### src/hw/rtl/kvrc_pkg.sv
// kvrc_pkg: shared types for the key/value run compactor
// entry and result beat layouts, and the control group driven into the cell chain
// no dependencies
package kvrc_pkg;

  localparam int unsigned KeyW   = 64;
  localparam int unsigned ValueW = 64;

  typedef struct packed {
    logic [KeyW-1:0]   entry_key;
    logic [ValueW-1:0] entry_value;
    logic              tombstone;
    logic              batch_end;
  } entry_t;

  typedef struct packed {
    logic              has_entry;
    logic [KeyW-1:0]   out_key;
    logic [ValueW-1:0] out_value;
    logic              overflowed;
    logic              last_result;
  } result_t;

  // one control word shared by every cell in the chain
  typedef struct packed {
    logic cmp;    // compare held key against the incoming key
    logic upd;    // key already held: overwrite the matching cell
    logic ins;    // new key: insert and shift the larger keys up
    logic drain;  // shift the whole chain down by one cell
  } cell_ctrl_t;

endpackage

### src/hw/rtl/kvrc_cell.sv
// kvrc_cell: one slot of the sorted insertion chain
// holds one key/value/tombstone entry and moves it to a neighbor on insert or drain
// depends on kvrc_pkg
module kvrc_cell #(
  parameter int unsigned KEY_BITS   = 64,
  parameter int unsigned VALUE_BITS = 64
) (
  input  logic                   clk_i,
  input  logic                   rst_ni,
  input  kvrc_pkg::cell_ctrl_t   ctrl_i,
  input  logic [KEY_BITS-1:0]    cmp_key_i,
  input  logic [KEY_BITS-1:0]    new_key_i,
  input  logic [VALUE_BITS-1:0]  new_value_i,
  input  logic                   new_tomb_i,
  input  logic                   prev_valid_i,
  input  logic                   prev_gt_i,
  input  logic [KEY_BITS-1:0]    prev_key_i,
  input  logic [VALUE_BITS-1:0]  prev_value_i,
  input  logic                   prev_tomb_i,
  input  logic                   next_valid_i,
  input  logic [KEY_BITS-1:0]    next_key_i,
  input  logic [VALUE_BITS-1:0]  next_value_i,
  input  logic                   next_tomb_i,
  output logic                   valid_o,
  output logic                   gt_o,
  output logic                   eq_o,
  output logic [KEY_BITS-1:0]    key_o,
  output logic [VALUE_BITS-1:0]  value_o,
  output logic                   tomb_o
);
  import kvrc_pkg::*;

  logic                  valid_q, gt_q, eq_q;
  logic [KEY_BITS-1:0]   key_q;
  logic [VALUE_BITS-1:0] value_q;
  logic                  tomb_q;
  logic                  take_prev, take_new;

  // larger keys move up one cell; the first cell past the smaller keys takes the new entry
  assign take_prev = prev_gt_i;
  assign take_new  = prev_valid_i & ~prev_gt_i & (~valid_q | gt_q);

  always_ff @(posedge clk_i or negedge rst_ni) begin
    if (!rst_ni) begin
      valid_q <= 1'b0;
      gt_q    <= 1'b0;
      eq_q    <= 1'b0;
    end else begin
      if (ctrl_i.cmp) begin
        gt_q <= valid_q & (key_q > cmp_key_i);
        eq_q <= valid_q & (key_q == cmp_key_i);
      end
      if (ctrl_i.drain) begin
        valid_q <= next_valid_i;
      end else if (ctrl_i.ins && (take_prev || take_new)) begin
        valid_q <= 1'b1;
      end
    end
  end

  always_ff @(posedge clk_i) begin
    if (ctrl_i.drain) begin
      key_q   <= next_key_i;
      value_q <= next_value_i;
      tomb_q  <= next_tomb_i;
    end else if (ctrl_i.upd && eq_q) begin
      value_q <= new_value_i;
      tomb_q  <= new_tomb_i;
    end else if (ctrl_i.ins && take_prev) begin
      key_q   <= prev_key_i;
      value_q <= prev_value_i;
      tomb_q  <= prev_tomb_i;
    end else if (ctrl_i.ins && take_new) begin
      key_q   <= new_key_i;
      value_q <= new_value_i;
      tomb_q  <= new_tomb_i;
    end
  end

  assign valid_o = valid_q;
  assign gt_o    = gt_q;
  assign eq_o    = eq_q;
  assign key_o   = key_q;
  assign value_o = value_q;
  assign tomb_o  = tomb_q;

endmodule

### config.mk
export PLATFORM = sky130hd
export DESIGN_NAME = kvrc_cell
export DESIGN_NICKNAME = d
export VERILOG_FILES = /design/src/hw/rtl/kvrc_pkg.sv /design/src/hw/rtl/kvrc_cell.sv
export SDC_FILE = /design/constraint.sdc
export NUM_CORES = 1
export LEC_CHECK = 0
export BUFFER_PORTS_ARGS = -buffer_cell sky130_fd_sc_hd__buf_2
export CAP_MARGIN = 20
export CORE_AREA = 8 8 226 228
export CTS_CLUSTER_DIAMETER = 50
export DETAILED_ROUTE_END_ITERATION = 10
export DIE_AREA = 0 0 234 236
export GPL_TIMING_DRIVEN = 0
export SYNTH_ARGS = -nofsm -noshare
export SYNTH_HDL_FRONTEND = slang
export SYNTH_SLANG_ARGS = --single-unit
### constraint.sdc
create_clock -name clk_i -period 2.58 [get_ports clk_i]
set_clock_uncertainty 0.05 [all_clocks]
set_input_delay 0.516 -clock clk_i [delete_from_list [all_inputs] [get_ports clk_i]]
set_output_delay 0.516 -clock clk_i [all_outputs]
set_load 0.02 [all_outputs]
==> impl_results.md <==
* Outcome: finished clean
* DRT iter0 DRCs at 341
* Num ports at 592
* CTS Buf Count at 17
* Post-synthesis simple-gate area fraction at 9.62%
* CP max FO at 3
* Area share of fa/ha/maj cells after synthesis at 9.71%
* R2R setup slack at 0.06 ns
* Mapped cell area at 8240 µm²
* Vias per cell at 4.17
* Mux contribution to synthesized area at 15.7%
* Fin worst setup slack at 0.0595 ns
* Largest family of logic cells by synthesized area: multiplexers
* Number of routed nets with antenna violations at 0
* Finished Layout Cells at 2050
* GRT Overall Usage at 14.6%
* Worst vdd ir at 0.000421 V
* CP endpoint: gt_o
* Max-slew violation count at 0
* Clock buffer depth at 2
* # DRC at 0
* R2R depth at 7
* Pre-CTS setup slack at -1.10 ns
* Power Density at 555 nW/µm²
* Setup Viol. Count Final at 0
* Initial antenna violation count at 7
* DR pass1 iterations at 4
* Placed Cells at 2014
* Commonest non-fill, non-tap cells in the layout: buf_2, nand2_1, o21ai_0, mux2i_1, edfxtp_1
* Number of library cell types mapped by synthesis at 36
* Gpl congestion at 0.928
* PortBufs at 590
* Share of cells above drive strength 1 at 44.9%
* Core area at 47300 µm²
* FF-to-FF End: gt_o
* Die area at 55200 µm²
* HPWL Detailed at 36500 µm
* Clock latency on the worst-skew pair at 0.46 ns
* Area leader, netlist: edfxtp_1
* Slew margin rel. at 45.5%
* Syn_nets at 1329
* Tightest Hold Check Type: primary input to flip-flop
* F_max at 397 MHz
* Startpoint types: flip-flop
* Die height at 236 µm
* Vias at 8553
* Compound-Gate Fraction of Synth Area at 12.0%
* CTS sink cnt at 132
* Syn Inst Count at 805
* Design area at 12700 µm²
* Xor/xnor cell area share of the yosys netlist at 0%
* Seq cells post-synth at 132
* CP required at 2.86 ns
* Post-DP Area at 12000 µm²
* RR Startpoint: key_o[37]
* Final min period at 2.52 ns
* Final period utilization at 97.7%
* Yosys Warn Count at 0
* Layout Nets at 1944
* First-pass GRT wire length at 58600 µm
* Worst-margin pin slew at 0.818 ns
* LEAKAGE at 6.74 nW
* Largest net degree at the start of global routing at 34
* Synth top area share at 47.0%
* CTS tree: yes
* Vias in the first global route at 9274
* # fillers at 5062
* Mean post-synth cell area at 10.2 µm²
* Clock slew at reported path FFs at 0.07 ns
* Max_cap viols at 0
* WP data arrival at 2.80 ns
* WS Path Type: flip-flop to flip-flop
* RSZ-0062 raised after global routing: true
* Initial Util at 17.4%
* WL/cell at 20.4 µm
* CTS HTree Levels at 4
* Crit path from: key_o[37]
* Die Span X at 234 µm
* Worst Setup End Kind: flip-flop
* Sequential share of the synthesized area at 47.9%
* Commonest non-fill, non-tap cell in the layout: buf_2
* Clk root buf: clkbuf_16
* Hold violation total from the final report at 0
* Final Power at 0.00707 W
* Synthesis-to-layout area growth at 54.4%
* Top post-synthesis cells by area: edfxtp_1, mux2i_1, ha_1
* Grt total ovfl at 0
* FP Rows at 80
* WL final at 41800 µm
* Final core utilization at 26.9%
-- cells by family after synthesis --
logic type | Yosys count
simple gates | 186
fa+ha+maj | 64
buf+inv | 110
flops | 132
mux | 129
compound gates | 184
-- stage by stage --
stage / setup TNS, ns / hold WS, ns
floorplan: 0 / 0.170
global placement: -337.77 / 0.293
detailed placement: -193.37 / 0.287
CTS: -0.682 / 0.217
global route: -0.249 / 0.248
finish: 0 / 0.268
-- cells in the mapped netlist --
cell / count
nor2_2: 1
or4b_1: 1
nand4_1: 11
nand2b_1: 2
mux2i_1: 129
a21oi_1: 25
dfrtp_1: 3
nand4_2: 1
a21boi_0: 1
a31oi_1: 2
a2111oi_0: 1
a221oi_1: 2
o211a_1: 1
a2bb2oi_1: 1
a211o_1: 1
o31ai_1: 2
nor3_2: 1
o41ai_1: 1
nor4_1: 1
o21ai_0: 136
buf_2: 8
inv_1: 68
nor2b_1: 3
ha_1: 64
clkbuf_1: 31
nor2_1: 5
o21a_1: 2
and4_1: 2
buf_1: 3
nand3_1: 9
a211oi_1: 1
nor4b_1: 1
nand2_1: 146
edfxtp_1: 129
nor3_1: 2
a21o_1: 8
-- registers in the layout, summed over array words and instances, names as in the netlist --
name and cells:
gt_o 1, valid_o 1, value_o 64, eq_o 1, tomb_o 1, key_o 64
-- report_power, final --
group / switching, W / leakage [nW] / total (W) / internal [W]
logic: 0.00103 / 5.08 / 0.00173 / 0.000698
clock network: 0.00113 / 0.302 / 0.00260 / 0.00147
registers: 0.000118 / 1.35 / 0.00274 / 0.00262
-- layout make-up --
| class | instances | area, µm² | area share [%] |
|---|---|---|---|
| inverters | 68 | 255 | 2.01 |
| diodes | 2 | 5.00 | 0.0393 |
| multi-input cells | 564 | 3930 | 30.9 |
| flip-flops and latches | 132 | 3950 | 31.0 |
| repair buffers | 595 | 3030 | 23.8 |
| clock inverters | 15 | 184 | 1.45 |
| clock buffers | 17 | 425 | 3.34 |
| well taps | 615 | 769 | 6.05 |
| plain buffers | 42 | 176 | 1.39 |
-- per-layer routing --
layer  global-route usage (%)  routed length (µm)
met2                     25.4               20600
met3                     4.83                3350
met5                        0                  13
met4                     6.60                1540
met1                     15.9               16300
-- critical path, cell delays in order (launching register included) --
cell and delay (ns):
edfxtp_1 0.46, ha_1 0.34, nand4_1 0.17, nor2_2 0.23, nand4_1 0.22, or4b_1 0.65, a31oi_1 0.21, a31oi_1 0.06
-- worst min-delay path by stage --
stage	cells past startpoint	slack [ns]	endpoint	startpoint
final	3	0.27	valid_o	next_valid_i
after global routing	3	0.25	value_o[9]	next_value_i[9]
after CTS	3	0.22	valid_o	next_valid_i
after detailed placement	1	0.29	gt_o	rst_ni
after global placement	1	0.29	eq_o	rst_ni
after floorplan	0	0.17	eq_o	rst_ni
-- repair_timing --
action / in CTS / in global routing
setup buffers: 0 / 0
hold buffers: 1 / 0
endpoints found under the hold margin: 3 / 0
gates cloned: 1 / 0
setup endpoints to repair: 220 / 59
gates resized for setup: 9 / 4
pin swaps: 1 / 2
No activity file was read; power rests on OpenSTA's default activity.
